## config.mk

```make
export PLATFORM = sky130hd
export DESIGN_NAME = greedy_word_wrap
export DESIGN_NICKNAME = d
export VERILOG_FILES = /design/src/rtl/core/ggw_pkg.sv /design/src/rtl/core/ggw_front.sv /design/src/rtl/core/ggw_queue.sv /design/src/rtl/core/ggw_back.sv /design/src/rtl/core/greedy_word_wrap.sv
export SDC_FILE = /design/constraint.sdc
export NUM_CORES = 1
export LEC_CHECK = 0
export ABC_AREA = 1
export CAP_MARGIN = 20
export CELL_PAD_IN_SITES_DETAIL_PLACEMENT = 2
export CELL_PAD_IN_SITES_GLOBAL_PLACEMENT = 2
export CORE_MARGIN = 10
export CORE_UTILIZATION = 42
export DETAILED_ROUTE_END_ITERATION = 10
export DONT_BUFFER_PORTS = 1
export MAX_ROUTING_LAYER = met4
export PLACE_DENSITY_LB_ADDON = 0.1
export SLEW_MARGIN = 20
export SYNTH_ARGS = -nofsm -noshare
export SYNTH_HDL_FRONTEND = slang
export SYNTH_SLANG_ARGS = --single-unit
```

## constraint.sdc

```tcl
create_clock -name clk_i -period 13.3 [get_ports clk_i]
set_input_delay 2.66 -clock clk_i [delete_from_list [all_inputs] [get_ports clk_i]]
set_output_delay 2.66 -clock clk_i [all_outputs]
set_load 0.01 [all_outputs]
```

## src/rtl/core/ggw_pkg.sv

```systemverilog
// Shared types and constants of the greedy word wrap block.
// Used by the front end, the result queue and the back end; no dependencies.

package ggw_pkg;

  // Build-time limits of the row and line counters.
  localparam int unsigned MaxRowChars  = 65536;
  localparam int unsigned MaxLineWidth = 4095;

  localparam logic [15:0] POS_CAP =
      16'(((MaxRowChars - 1) > 65535) ? 65535 : (MaxRowChars - 1));
  localparam logic [11:0] WIDTH_CAP =
      12'((MaxLineWidth > 4095) ? 4095 : MaxLineWidth);

  localparam logic [20:0] SEPARATOR     = 21'h000020;
  localparam logic [12:0] WORD_LEN_MAX  = 13'h1FFF;
  localparam logic [11:0] SPAN_MAX      = 12'hFFF;
  localparam logic [11:0] WIDTH_RESET   = 12'd80;
  localparam int unsigned MAX_RESULTS   = 4;
  localparam int unsigned CNT_W         = $clog2(MAX_RESULTS + 1);

  // One wrapped line.
  typedef struct packed {
    logic        fin;
    logic [11:0] len;
    logic [15:0] start;
  } line_res_t;

  // All results caused by one input word, in order from index 0.
  typedef struct packed {
    line_res_t [MAX_RESULTS-1:0] res;
    logic [CNT_W-1:0]            cnt;
  } bundle_t;

endpackage

```

## src/rtl/core/ggw_front.sv

```systemverilog
// Front end of the greedy word wrap: holds the width register and row state,
// takes input characters and turns word decisions into result bundles.
// Depends on ggw_pkg.

module ggw_front
  import ggw_pkg::*;
(
  input  logic             clk_i,
  input  logic             rst_ni,
  input  logic             cfg_we_i,
  input  logic [11:0]      cfg_wdata_i,
  input  logic             in_valid_i,
  output logic             in_ready_o,
  input  logic [20:0]      code_point_i,
  input  logic             last_in_row_i,
  input  logic             empty_row_i,
  output logic             push_valid_o,
  input  logic             push_ready_i,
  output bundle_t          push_data_o
);

  typedef struct packed {
    logic [15:0]     ls;
    logic [11:0]     used;
    logic            has;
    logic [1:0]      n;
    line_res_t [1:0] r;
  } decide_t;

  // Stage register: results of the separator decision plus the operands of
  // the end-of-row decision, which is resolved from this register.
  typedef struct packed {
    logic [1:0]      n;
    line_res_t [1:0] r;
    logic            fin_en;
    logic [15:0]     fin_s;
    logic [12:0]     fin_len;
    logic [15:0]     fin_ls;
    logic [11:0]     fin_used;
    logic            fin_has;
    logic [11:0]     fin_w;
  } stage_t;

  function automatic logic [15:0] pos_inc(input logic [15:0] p);
    return (p >= POS_CAP) ? POS_CAP : p + 16'd1;
  endfunction

  function automatic logic [11:0] span(input logic [15:0] from, input logic [16:0] to);
    logic [16:0] d;
    d = (to > {1'b0, from}) ? to - {1'b0, from} : 17'd0;
    return (d > 17'(SPAN_MAX)) ? SPAN_MAX : d[11:0];
  endfunction

  function automatic line_res_t mk(input logic [15:0] s, input logic [11:0] l,
                                   input logic f);
    line_res_t r;
    r.start = s;
    r.len   = l;
    r.fin   = f;
    return r;
  endfunction

  function automatic decide_t decide(input logic [15:0] ls, input logic [11:0] used,
                                     input logic has, input logic [11:0] w,
                                     input logic [15:0] s, input logic [12:0] len,
                                     input logic last);
    decide_t     d;
    logic [13:0] sum;
    logic [15:0] ls_fit;
    logic [15:0] s_prev;
    logic [16:0] s_end;
    logic        idx;
    d.ls   = ls;
    d.used = used;
    d.has  = has;
    d.n    = 2'd0;
    d.r    = '0;
    sum    = 14'(used) + 14'(len) + 14'(has);
    ls_fit = has ? ls : s;
    s_end  = 17'(s) + 17'(len);
    s_prev = (s != 16'd0) ? s - 16'd1 : 16'd0;
    idx    = has;
    if (w != 12'd0) begin
      if (sum <= 14'(w)) begin
        d.ls   = ls_fit;
        d.used = sum[11:0];
        d.has  = 1'b1;
        if (last) begin
          d.r[0] = mk(ls_fit, span(ls_fit, s_end), 1'b1);
          d.n    = 2'd1;
        end
      end else begin
        // The open line is closed just before the separator that precedes s.
        if (has) begin
          d.r[0] = mk(ls, span(ls, {1'b0, s_prev}), 1'b0);
          d.n    = 2'd1;
        end
        if (len < 13'(w)) begin
          d.ls   = s;
          d.used = len[11:0];
          d.has  = 1'b1;
          if (last) begin
            d.r[idx] = mk(s, len[11:0], 1'b1);
            d.n      = d.n + 2'd1;
          end
        end else begin
          // An overlong word is cut to the line width on a line of its own.
          d.r[idx] = mk(s, w, last);
          d.n      = d.n + 2'd1;
          d.ls     = s;
          d.used   = 12'd0;
          d.has    = 1'b0;
        end
      end
    end
    return d;
  endfunction

  logic [11:0] lw_q, lw_d;
  logic [15:0] cp_q, cp_d;
  logic [15:0] ws_q, ws_d;
  logic [12:0] wl_q, wl_d;
  logic [15:0] ls_q, ls_d;
  logic [11:0] lu_q, lu_d;
  logic        has_q, has_d;
  logic        stg_valid_q, stg_valid_d;
  stage_t      stg_q, stg_d;

  logic        in_fire;
  logic        adv;
  logic [11:0] w_eff;
  logic        is_sep;
  decide_t     sep_dec;
  decide_t     fin_dec;
  logic [15:0] ws_nx;
  logic [12:0] wl_nx;
  logic [CNT_W-1:0] total;

  assign w_eff   = (lw_q > WIDTH_CAP) ? WIDTH_CAP : lw_q;
  assign is_sep  = (code_point_i == SEPARATOR);
  assign sep_dec = decide(ls_q, lu_q, has_q, w_eff, ws_q, wl_q, 1'b0);
  assign in_fire = in_valid_i && in_ready_o;

  always_comb begin
    lw_d        = cfg_we_i ? cfg_wdata_i : lw_q;
    cp_d        = cp_q;
    ws_d        = ws_q;
    wl_d        = wl_q;
    ls_d        = ls_q;
    lu_d        = lu_q;
    has_d       = has_q;
    stg_d       = stg_q;
    ws_nx       = ws_q;
    wl_nx       = wl_q;
    stg_valid_d = stg_valid_q;
    if (adv) begin
      stg_valid_d = 1'b0;
    end
    if (in_fire) begin
      stg_valid_d = 1'b1;
      stg_d       = '0;
      if (empty_row_i) begin
        cp_d  = 16'd0;
        ws_d  = 16'd0;
        wl_d  = 13'd0;
        ls_d  = 16'd0;
        lu_d  = 12'd0;
        has_d = 1'b0;
        if (w_eff != 12'd0) begin
          stg_d.r[0] = mk(16'd0, 12'd0, 1'b1);
          stg_d.n    = 2'd1;
        end
      end else begin
        if (is_sep) begin
          ls_d    = sep_dec.ls;
          lu_d    = sep_dec.used;
          has_d   = sep_dec.has;
          stg_d.n = sep_dec.n;
          stg_d.r = sep_dec.r;
          ws_nx   = pos_inc(cp_q);
          wl_nx   = 13'd0;
        end else if (wl_q < WORD_LEN_MAX) begin
          wl_nx = wl_q + 13'd1;
        end
        cp_d = pos_inc(cp_q);
        ws_d = ws_nx;
        wl_d = wl_nx;
        if (last_in_row_i) begin
          stg_d.fin_en   = 1'b1;
          stg_d.fin_s    = ws_nx;
          stg_d.fin_len  = wl_nx;
          stg_d.fin_ls   = ls_d;
          stg_d.fin_used = lu_d;
          stg_d.fin_has  = has_d;
          stg_d.fin_w    = w_eff;
          cp_d  = 16'd0;
          ws_d  = 16'd0;
          wl_d  = 13'd0;
          ls_d  = 16'd0;
          lu_d  = 12'd0;
          has_d = 1'b0;
        end
      end
    end
  end

  // End-of-row decision on the staged operands; its line state is dropped.
  assign fin_dec = decide(stg_q.fin_ls, stg_q.fin_used, stg_q.fin_has, stg_q.fin_w,
                          stg_q.fin_s, stg_q.fin_len, 1'b1);

  always_comb begin
    total = CNT_W'(stg_q.n);
    if (stg_q.fin_en) begin
      total = total + CNT_W'(fin_dec.n);
    end
  end

  always_comb begin
    push_data_o     = '0;
    push_data_o.cnt = total;
    for (int k = 0; k < 2; k++) begin
      if (2'(k) < stg_q.n) begin
        push_data_o.res[k] = stg_q.r[k];
      end
    end
    for (int k = 0; k < 2; k++) begin
      if (stg_q.fin_en && (2'(k) < fin_dec.n)) begin
        push_data_o.res[stg_q.n + 2'(k)] = fin_dec.r[k];
      end
    end
  end

  assign push_valid_o = stg_valid_q && (total != '0);
  assign adv          = stg_valid_q && ((total == '0) || push_ready_i);
  assign in_ready_o   = !stg_valid_q || adv;

  always_ff @(posedge clk_i or negedge rst_ni) begin
    if (!rst_ni) begin
      lw_q        <= WIDTH_RESET;
      cp_q        <= 16'd0;
      ws_q        <= 16'd0;
      wl_q        <= 13'd0;
      ls_q        <= 16'd0;
      lu_q        <= 12'd0;
      has_q       <= 1'b0;
      stg_valid_q <= 1'b0;
    end else begin
      lw_q        <= lw_d;
      cp_q        <= cp_d;
      ws_q        <= ws_d;
      wl_q        <= wl_d;
      ls_q        <= ls_d;
      lu_q        <= lu_d;
      has_q       <= has_d;
      stg_valid_q <= stg_valid_d;
    end
  end

  always_ff @(posedge clk_i) begin
    stg_q <= stg_d;
  end

`ifndef ASSERT_OFF
  a_bundle_size: assert property (@(posedge clk_i) disable iff (!rst_ni)
      push_valid_o |-> (push_data_o.cnt <= CNT_W'(MAX_RESULTS)))
    else $error("result bundle larger than four lines");
`endif

endmodule

```

## src/rtl/core/ggw_queue.sv

```systemverilog
// Short queue of result bundles between the front end and the back end.
// Depends on ggw_pkg for the bundle type.

module ggw_queue
  import ggw_pkg::*;
#(
  parameter int unsigned DEPTH = 4
) (
  input  logic    clk_i,
  input  logic    rst_ni,
  input  logic    push_valid_i,
  output logic    push_ready_o,
  input  bundle_t push_data_i,
  input  logic    pop_i,
  output logic    head_valid_o,
  output bundle_t head_data_o
);

  localparam int unsigned AW = (DEPTH > 1) ? $clog2(DEPTH) : 1;
  localparam int unsigned CW = $clog2(DEPTH + 1);

  bundle_t         mem_q [DEPTH];
  logic [AW-1:0]   wr_q, wr_d;
  logic [AW-1:0]   rd_q, rd_d;
  logic [CW-1:0]   cnt_q, cnt_d;
  logic            push;

  assign push_ready_o = (cnt_q < CW'(DEPTH));
  assign push         = push_valid_i && push_ready_o;
  assign head_valid_o = (cnt_q != '0);
  assign head_data_o  = mem_q[rd_q];

  always_comb begin
    wr_d  = wr_q;
    rd_d  = rd_q;
    cnt_d = cnt_q;
    if (push) begin
      wr_d = (wr_q == AW'(DEPTH - 1)) ? '0 : wr_q + AW'(1);
    end
    if (pop_i) begin
      rd_d = (rd_q == AW'(DEPTH - 1)) ? '0 : rd_q + AW'(1);
    end
    if (push && !pop_i) begin
      cnt_d = cnt_q + CW'(1);
    end else if (!push && pop_i) begin
      cnt_d = cnt_q - CW'(1);
    end
  end

  always_ff @(posedge clk_i or negedge rst_ni) begin
    if (!rst_ni) begin
      wr_q  <= '0;
      rd_q  <= '0;
      cnt_q <= '0;
    end else begin
      wr_q  <= wr_d;
      rd_q  <= rd_d;
      cnt_q <= cnt_d;
    end
  end

  always_ff @(posedge clk_i) begin
    if (push) begin
      mem_q[wr_q] <= push_data_i;
    end
  end

`ifndef ASSERT_OFF
  a_cnt_bound: assert property (@(posedge clk_i) disable iff (!rst_ni)
      cnt_q <= CW'(DEPTH))
    else $error("queue count exceeds depth");
  a_pop_nonempty: assert property (@(posedge clk_i) disable iff (!rst_ni)
      pop_i |-> (cnt_q != '0))
    else $error("pop from empty queue");
`endif

endmodule

```

## src/rtl/core/ggw_back.sv

```systemverilog
// Back end of the greedy word wrap: unpacks queued bundles into the output
// register, one line per cycle while the receiver does not stall. Depends on ggw_pkg.

module ggw_back
  import ggw_pkg::*;
(
  input  logic        clk_i,
  input  logic        rst_ni,
  input  logic        head_valid_i,
  input  bundle_t     head_data_i,
  output logic        pop_o,
  output logic        m_axis_tvalid,
  input  logic        m_axis_tready,
  output logic [31:0] m_axis_tdata,   // [15:0] start_offset, [27:16] line_length
  output logic        m_axis_tlast,   // row_finished
  output logic        m_axis_tuser    // last_of_run
);

  localparam int unsigned KW = $clog2(MAX_RESULTS);

  logic [KW-1:0] k_q, k_d;
  logic          ov_q, ov_d;
  line_res_t     res_q;
  logic          lor_q;
  logic          load;
  logic          at_end;
  line_res_t     cur;

  assign cur    = head_data_i.res[k_q];
  assign at_end = (CNT_W'(k_q) == (head_data_i.cnt - CNT_W'(1)));
  assign load   = head_valid_i && (!ov_q || m_axis_tready);
  assign pop_o  = load && at_end;

  always_comb begin
    k_d  = k_q;
    ov_d = ov_q;
    if (m_axis_tready) begin
      ov_d = 1'b0;
    end
    if (load) begin
      ov_d = 1'b1;
      k_d  = at_end ? '0 : k_q + KW'(1);
    end
  end

  always_ff @(posedge clk_i or negedge rst_ni) begin
    if (!rst_ni) begin
      k_q  <= '0;
      ov_q <= 1'b0;
    end else begin
      k_q  <= k_d;
      ov_q <= ov_d;
    end
  end

  always_ff @(posedge clk_i) begin
    if (load) begin
      res_q <= cur;
      lor_q <= at_end;
    end
  end

  assign m_axis_tvalid = ov_q;
  assign m_axis_tdata  = {4'd0, res_q.len, res_q.start};
  assign m_axis_tlast  = res_q.fin;
  assign m_axis_tuser  = lor_q;

`ifndef ASSERT_OFF
  // The final line of a row is always the last line caused by its word.
  a_fin_is_last: assert property (@(posedge clk_i) disable iff (!rst_ni)
      (m_axis_tvalid && m_axis_tlast) |-> m_axis_tuser)
    else $error("row end not at end of run");
`endif

endmodule

```

## src/rtl/core/greedy_word_wrap.sv

```systemverilog
// Top level of the greedy word wrap block: front end, bundle queue, back end.
// Depends on ggw_pkg, ggw_front, ggw_queue and ggw_back.
//
// Usage: characters of a text row enter on the s_axis channel, one character per
// handshake; tlast marks the final character of the row and tuser marks an
// empty row. Each wrapped line leaves on the m_axis channel as a start offset
// and a length; tlast flags the final line of the row and tuser the final
// line caused by the input word. The line width is to be written through
// cfg_we_i/cfg_wdata_i only while the block is idle; the block does not enforce
// this. Zero suppresses all output. Throughput: one input character per cycle
// while the queue has room. The front end decides the separator word in the
// accept cycle and the end-of-row word in the next, then pushes up to four lines
// as one bundle into a QUEUE_DEPTH deep queue. The back end drains one line per
// cycle while the receiver accepts; lines pass the stage register, the queue and
// the output register. When the receiver stalls the output register holds, the
// queue fills, and s_axis_tready drops only when the queue is full. Reset empties
// the pipeline, clears the row state and sets the line width to 80.

module greedy_word_wrap
  import ggw_pkg::*;
#(
  parameter int unsigned QUEUE_DEPTH = 4
) (
  input  logic        clk_i,
  input  logic        rst_ni,
  input  logic        cfg_we_i,
  input  logic [11:0] cfg_wdata_i,
  input  logic        s_axis_tvalid,
  output logic        s_axis_tready,
  input  logic [23:0] s_axis_tdata,   // [20:0] code_point
  input  logic        s_axis_tlast,   // last_in_row
  input  logic        s_axis_tuser,   // empty_row
  output logic        m_axis_tvalid,
  input  logic        m_axis_tready,
  output logic [31:0] m_axis_tdata,   // [15:0] start_offset, [27:16] line_length
  output logic        m_axis_tlast,   // row_finished
  output logic        m_axis_tuser    // last_of_run
);

  logic    push_valid;
  logic    push_ready;
  bundle_t push_data;
  logic    pop;
  logic    head_valid;
  bundle_t head_data;

  ggw_front u_front (
    .clk_i         (clk_i),
    .rst_ni        (rst_ni),
    .cfg_we_i      (cfg_we_i),
    .cfg_wdata_i   (cfg_wdata_i),
    .in_valid_i    (s_axis_tvalid),
    .in_ready_o    (s_axis_tready),
    .code_point_i  (s_axis_tdata[20:0]),
    .last_in_row_i (s_axis_tlast),
    .empty_row_i   (s_axis_tuser),
    .push_valid_o  (push_valid),
    .push_ready_i  (push_ready),
    .push_data_o   (push_data)
  );

  ggw_queue #(
    .DEPTH (QUEUE_DEPTH)
  ) u_queue (
    .clk_i        (clk_i),
    .rst_ni       (rst_ni),
    .push_valid_i (push_valid),
    .push_ready_o (push_ready),
    .push_data_i  (push_data),
    .pop_i        (pop),
    .head_valid_o (head_valid),
    .head_data_o  (head_data)
  );

  ggw_back u_back (
    .clk_i         (clk_i),
    .rst_ni        (rst_ni),
    .head_valid_i  (head_valid),
    .head_data_i   (head_data),
    .pop_o         (pop),
    .m_axis_tvalid (m_axis_tvalid),
    .m_axis_tready (m_axis_tready),
    .m_axis_tdata  (m_axis_tdata),
    .m_axis_tlast  (m_axis_tlast),
    .m_axis_tuser  (m_axis_tuser)
  );

endmodule
```

==> summary.md, run 1 <==
| Metric | Value |
|---|---|
| Crit path buf inv count | 3 |
| Number of antenna violations at the first check in global routing | 7 |
| Die footprint | 106,500 µm² |
| Reg2Reg Depth | 31 |
| # setup viols final | 0 |
| Final setup margin | 3.939 ns |
| Via density | 5.958 |
| CTS H-tree depth | 3 |
| Post-synth top area cell | edfxtp_1 |
| CTS root buf | clkbuf_16 |
| Share of layout cells above drive strength 1 | 5.968% |
| Synth area leaders | edfxtp_1 (48%), nand2_1 (6.9%), dfrtp_1 (6.0%), o21ai_0 (5.5%), nor2_1 (5.5%) |
| Worst-margin pin slew | 1.121 ns |
| Crit path depth | 28 |
| Post-CTS Repair Setup Buffers | 0 |
| VDD IR-drop max | 0.0001560 V |
| Cell area power density | 223.6 nW/µm² |
| Synth top area share | 48.46% |
| Worst Path Max Fanout | 41 |
| Tcrit/Tclk final | 70.39% |
| Max-slew headroom | 25.26% |
| Final setup skew | 0.02536 ns |
| RSZ-0062 raised after global routing | no |
| Setup TNS | 0 ns |
| Most numerous cell on the critical path | nand2_1 |
| I/O Pins | 79 |
| Worst skew pair latency | 0.68 ns |
| Yosys cell types | 58 |
| Startpoint Class | register |
| Grt total ovfl | 0 |
| Port buffer count | 0 |
| Post-Syn Instances | 4,222 |
| Syn-to-layout area delta | 9.595% |
| Average size of a mapped cell | 9.334 µm² |
| Synth Register Bits | 733 |
| Most frequent cell after synthesis | nand2_1 |
| Fin util | 46.34% |
| Height of the chip | 326.3 µm |
| Hold Crit Depth | 2 |
| Seq/Total Area, Yosys | 54.63% |
| Routed wire length | 151,900 µm |
| Critical-path top delay cell | fa_1 |
| Fill count | 9,920 |
| Num rows | 112 |
| TritonRoute pass-1 iters | 5 |
| CTS tree | done |
| CTS Buf Count | 83 |
| Fin. max-slew vios | 0 |
| Starting Density | 42.29% |
| Antenna viol nets, final | 0 |
| Slowest stage delay, CP | 0.56 ns |
| Placeable Area | 93,190 µm² |
| Largest net degree at the start of global routing | 120 |
| WL/cell | 27.80 µm |
| # resized after CTS | 0 |
| Vias after detailed routing | 32,550 |
| Ys Warns | 0 |
| Die Wd | 326.3 µm |
| Nets | 4,335 |
| Endpoint class of the critical path | output port |
| Fin. Hold Viols | 0 |
| Detailed-route DRC error count | 0 |
| Post-synth EDFFs | 636 |
| Most frequent cells after synthesis | nand2_1 (729), edfxtp_1 (636), nor2_1 (576) |
| CP Class | register to output port |
| Min Clock Period, post-route | 9.361 ns |
| Fraction of registers with async set/reset | 13.23% |
| Hold_buf cts | 0 |
| Worst EP arrival | 6.70 ns |
| Cell area after synthesis | 39,410 µm² |
| DP HPWL | 104,400 µm |
| Gpl congestion | 0.9156 |
| Worst-case clock buffer depth | 3 |
| Hold Crit Class | register to register |
| Ys flop type | edfxtp_1 |
| DR iter-0 viols | 2,583 |
| P_leak | 0.01675 µW |
| Clk pin slew, worst setup/hold paths | 0.06 ns |
| GRT Total Usage | 28.96% |
| Top delay family on crit path | adder cells |
| First-pass GRT wire length | 229,700 µm |
| Crit path required time | 10.64 ns |
| Max Cap Viol | 0 |
| Result of the run | complete, no violations |
| Achievable Freq | 106.8 MHz |
| CTS sink count | 733 |
| Vias in the first global route | 35,070 |
| Hold Slack | 0.5219 ns |
| Multi-input logic area | 15,510 µm² |
| Pre-CTS WS | 4.692 ns |
| Storage cell area | 21,540 µm² |
## through the flow
step / cells / power (µW) / cell area, µm²
after global placement: 5308 / 7037 / 40490
final: 5463 / 9655 / 43190
after floorplan: 4225 / 5881 / 39420
after global routing: 5463 / 10230 / 43190
after detailed placement: 5308 / 7277 / 40490
after CTS: 5460 / 9680 / 43180
## logic make-up (layout without fill, tap and decap cells)
| kind of cell | after synthesis | after routing | share of synthesized area [%] |
|---|---|---|---|
| simple gates | 1702 | 1702 | 18.26 |
| compound gates | 924 | 924 | 13.82 |
| flops | 733 | 733 | 54.63 |
| mux | 1 | 1 | 0.02857 |
| fa+ha+maj | 153 | 153 | 5.048 |
| buf+inv | 617 | 598 | 6.182 |
| xor+xnor | 91 | 91 | 2.023 |
| other cells | 1 | 7 | 0.009516 |
## cells in the final DEF (no fill, tap or decap), types with 34 or more instances in the layout
cell type	instances
xnor2_1	34
ha_1	143
dfrtp_1	92
nand4_1	53
o221ai_1	103
nor2_1	572
nand2_1	726
a21oi_1	147
inv_1	382
o21ai_0	434
clkbuf_16	83
buf_4	42
xor2_1	57
edfxtp_1	636
nand3_1	229
o22ai_1	88
o211ai_1	58
## state kept, by name (all words and copies together), names as in the netlist
signal                count
u_front.lu_q             12
u_back.k_q                2
u_queue.cnt_q             3
u_front.wl_q             13
u_queue.wr_q              2
u_back.m_axis_tlast       1
u_back.m_axis_tuser       1
u_front.stg_valid_q       1
u_front.ls_q             16
u_front.cp_q             16
u_front.ws_q             16
u_back.m_axis_tvalid      1
u_queue.mem_q           476
u_queue.rd_q              2
u_front.lw_q             12
u_front.stg_q           130
u_back.m_axis_tdata      28
u_front.has_q             1
## power by group
group	switching (µW)	total (µW)	internal, µW	leakage, µW
clock network	1010	2340	1330	0.00131
registers	308	3440	3130	0.00731
logic	2860	3880	1020	0.00813
## worst paths after layout
kind / startpoint / to / slack, ns
worst max-delay path: u_front.stg_q[12] / s_axis_tready / 3.94
worst min-delay path: u_front.lu_q[6] / u_front.lu_q[6] / 0.52
max in group asynchronous: rst_ni / u_back.k_q[0] / 11.33
min in group asynchronous: rst_ni / u_front.lu_q[6] / 1.69
worst max register to register: u_front.stg_q[12] / u_front.stg_q[23] / 4.71
worst min register to register: u_front.lu_q[6] / u_front.lu_q[6] / 0.52
## tightest hold or removal path: stages (launching register included)
cell and delay, ns:
dfrtp_1 0.37, nand2_1 0.06, nand2_1 0.06
## layout make-up
type / instances / share of cell area (%)
sequential: 733 / 49.87
clock buffer: 104 / 5.084
tap: 1254 / 3.633
timing repair buffer: 44 / 0.8228
clock inverter: 48 / 1.144
antenna: 3 / 0.01738
inverter: 402 / 3.520
multi-input combinational: 2875 / 35.90
## layer usage
metal,vias to the layer above,global-route usage (%),part of all wire (%)
met1,16760,37.06,43
met4,0,10.66,3.8
li1,14590,-,-
met5,-,-,0
met3,250,4.592,5.7
met2,951,46.24,48
No activity file was read; power rests on OpenSTA's default activity.
==> run 2, diff against run 1 <==
--- a/config.mk
+++ b/config.mk
@@ -10,7 +10,7 @@
 export CELL_PAD_IN_SITES_DETAIL_PLACEMENT = 2
 export CELL_PAD_IN_SITES_GLOBAL_PLACEMENT = 2
 export CORE_MARGIN = 10
-export CORE_UTILIZATION = 42
+export CORE_UTILIZATION = 38
 export DETAILED_ROUTE_END_ITERATION = 10
 export DONT_BUFFER_PORTS = 1
 export MAX_ROUTING_LAYER = met4
==> constraint.sdc (replaced) <==
create_clock -name clk_i -period 7.6 [get_ports clk_i]
set_input_delay 1.52 -clock clk_i [delete_from_list [all_inputs] [get_ports clk_i]]
set_output_delay 1.52 -clock clk_i [all_outputs]
set_load 0.01 [all_outputs]
==> summary.md, run 2 (synthesized netlist as in run 1, its figures left out) <==
| Metric | Value |
|---|---|
| Hold_buf cts | 0 (unchanged) |
| CTS H-tree depth | 3 (unchanged) |
| Largest register by flop count | u_queue.mem_q |
| Worst-case clock buffer depth | 3 (unchanged) |
| Antenna viol nets, final | 0 (unchanged) |
| Clk pin slew, worst setup/hold paths | 0.06 ns (about the same) |
| RSZ-0062 raised after global routing | no |
| Achievable Freq | 140.7 MHz |
| Result of the run | complete, no violations |
| Height of the chip | 342.0 µm (+4.8%) |
| Num rows | 118 (+5.4%) |
| VDD IR-drop max | 0.0002852 V (+83%) |
| First-pass GRT wire length | 228,100 µm (-0.73%) |
| Hold Slack | 0.5135 ns (-0.008366 ns) |
| Flip-flop count of the largest register after layout | 476 (unchanged) |
| DP HPWL | 108,600 µm (+4.0%) |
| Share of layout cells above drive strength 1 | 6.646% (+0.68 points) |
| Placeable Area | 103,200 µm² (+11%) |
| DR iter-0 viols | 2,361 (-8.6%) |
| # diodes | 0 (-3) |
| Commonest non-fill, non-tap cell in the layout | nand2_1 |
| Grt total ovfl | 0 (unchanged) |
| Worst-margin pin slew | 1.250 ns (+0.1294 ns) |
| Pre-CTS WS | 0.6036 ns (-4.089 ns) |
| Vias in the first global route | 34,400 (-1.9%) |
| Die Wd | 342.0 µm (+4.8%) |
| Worst Path Max Fanout | 8 (-80%) |
| CTS root buf | clkbuf_16 |
| Cell area power density | 387.7 nW/µm² (+73%) |
| Crit path required time | 6.08 ns (-4.56 ns) |
| Max Cap Viol | 0 (unchanged) |
| Fill count | 11,130 (+12%) |
| Endpoint class of the critical path | output port |
| TritonRoute pass-1 iters | 6 (+1) |
| Tcrit/Tclk final | 93.51% |
| WL/cell | 26.98 µm (-2.9%) |
| CTS sink count | 733 (unchanged) |
| Routed wire length | 151,300 µm (-0.37%) |
| CP Class | register to output port |
| Worst EP arrival | 5.59 ns (-1.11 ns) |
| Die footprint | 117,000 µm² (+9.9%) |
| # setup viols final | 0 (unchanged) |
| Worst skew pair latency | 0.68 ns (about the same) |
| Nets | 4,360 (+0.58%) |
| Port buffer count | 0 (unchanged) |
| Hold Crit Class | register to register |
| Commonest non-fill, non-tap cells in the layout | nand2_1 (727), edfxtp_1 (636), nor2_1 (571) |
| Setup TNS | 0 ns (unchanged) |
| Gpl congestion | 0.9065 (-0.99%) |
| Number of antenna violations at the first check in global routing | 0 (-7) |
| Vias after detailed routing | 32,170 (-1.1%) |
| CTS tree | done |
| Final setup margin | 0.4932 ns (-3.446 ns) |
| P_leak | 0.01692 µW (+1.0%) |
| Max-slew headroom | 15.58% (-9.7 points) |
| Starting Density | 38.18% (-4.1 points) |
| Detailed-route DRC error count | 0 (unchanged) |
| Largest net degree at the start of global routing | 203 (+69%) |
| Final setup skew | 0.03268 ns (+0.007319 ns) |
| Fin. max-slew vios | 0 (unchanged) |
| Min Clock Period, post-route | 7.107 ns |
| I/O Pins | 79 (unchanged) |
| CTS Buf Count | 83 (unchanged) |
| Syn-to-layout area delta | 10.80% |
| Fin. Hold Viols | 0 (unchanged) |
| Startpoint Class | register |
| GRT Total Usage | 26.18% (-2.8 points) |
| Via density | 5.737 (-3.7%) |
-- run 2: cell count changes in the layout (fill, tap and decap cells not counted), sizes merged --
cell,delta
clkinvlp,-1
bufinv,-1
clkinv,-2
diode,-3
buf,+25
clkbuf,+1
-- run 2: path summary, 6_finish.rpt --
path / cells past startpoint / slack (ns) / startpoint / end
max: 27 / 0.49 / u_front.stg_q[12] / s_axis_tready
min: 2 / 0.51 / u_front.lu_q[3] / u_front.lu_q[3]
max reg2reg: 29 / 1.01 / u_front.stg_q[12] / u_queue.mem_q[2][38]
min reg2reg: 2 / 0.51 / u_front.lu_q[3] / u_front.lu_q[3]
max in group asynchronous: 0 / 6.78 / rst_ni / u_back.k_q[0]
min in group asynchronous: 0 / 0.55 / rst_ni / u_front.lu_q[8]
-- run 2: cell type report --
type,instances,area (µm²),area share [%]
Tap cell,1380,1727,3.955
Multi-Input combinational cell,2875,15520,35.54
Timing Repair Buffer,69,693.2,1.588
Clock inverter,44,432.9,0.9915
Sequential cell,733,21540,49.33
Inverter,402,1520,3.482
Clock buffer,105,2233,5.115
-- run 2: timing repair --
| action | in CTS | in global routing |
|---|---|---|
| gates resized for setup | 0 | 6 |
| endpoints found under the hold margin | 0 | 0 |
| setup endpoints to repair | 0 | 1 |
| buffers inserted | 0 | 1 |
-- run 2: critical path, stage by stage (launching register included) --
cell and delay [ns]:
edfxtp_1 0.42, fa_2 0.46, fa_1 0.42, nand3_1 0.11
nand2_1 0.13, a21o_1 0.20, a21oi_2 0.19, o21ai_0 0.17
xor2_1 0.19, ha_1 0.31, nand2_1 0.07, nor2_1 0.04
a211oi_1 0.21, nand2_1 0.08, nand2_1 0.07, nand2_1 0.05
nand2_1 0.07, nand2_2 0.12, nand2_4 0.13, inv_2 0.09
nor2_2 0.16, ha_1 0.20, fa_1 0.42, o21ai_1 0.17
inv_2 0.10, nor2_1 0.09, nand2_1 0.09, nand3_2 0.16
-- run 2: layer usage --
metal	up-vias	GRT usage (%)	routed length, µm
met5	-	-	0
li1	14630	-	-
met1	16590	34.70	68570
met4	0	6.560	3689
met2	742	42.77	72810
met3	211	2.825	6235
-- run 2: through the flow --
stage,instances,total power [µW],util [%],cell area (µm²)
6_report,5608,16930,42.31,43660
3_3_place_gp,5458,12560,39.70,40980
3_5_place_dp,5458,12890,39.70,40980
2_1_floorplan,4225,10240,-,39430
5_1_grt,5608,17920,42.31,43660
4_1_cts,5607,16990,42.29,43640
-- run 2: power by group --
| part | switching (µW) | total, µW | internal (µW) | leakage (µW) |
|---|---|---|---|---|
| Clock | 1730 | 4050 | 2320 | 0.00131 |
| Combinational | 5000 | 6870 | 1870 | 0.00830 |
| Sequential | 546 | 6000 | 5460 | 0.00731 |
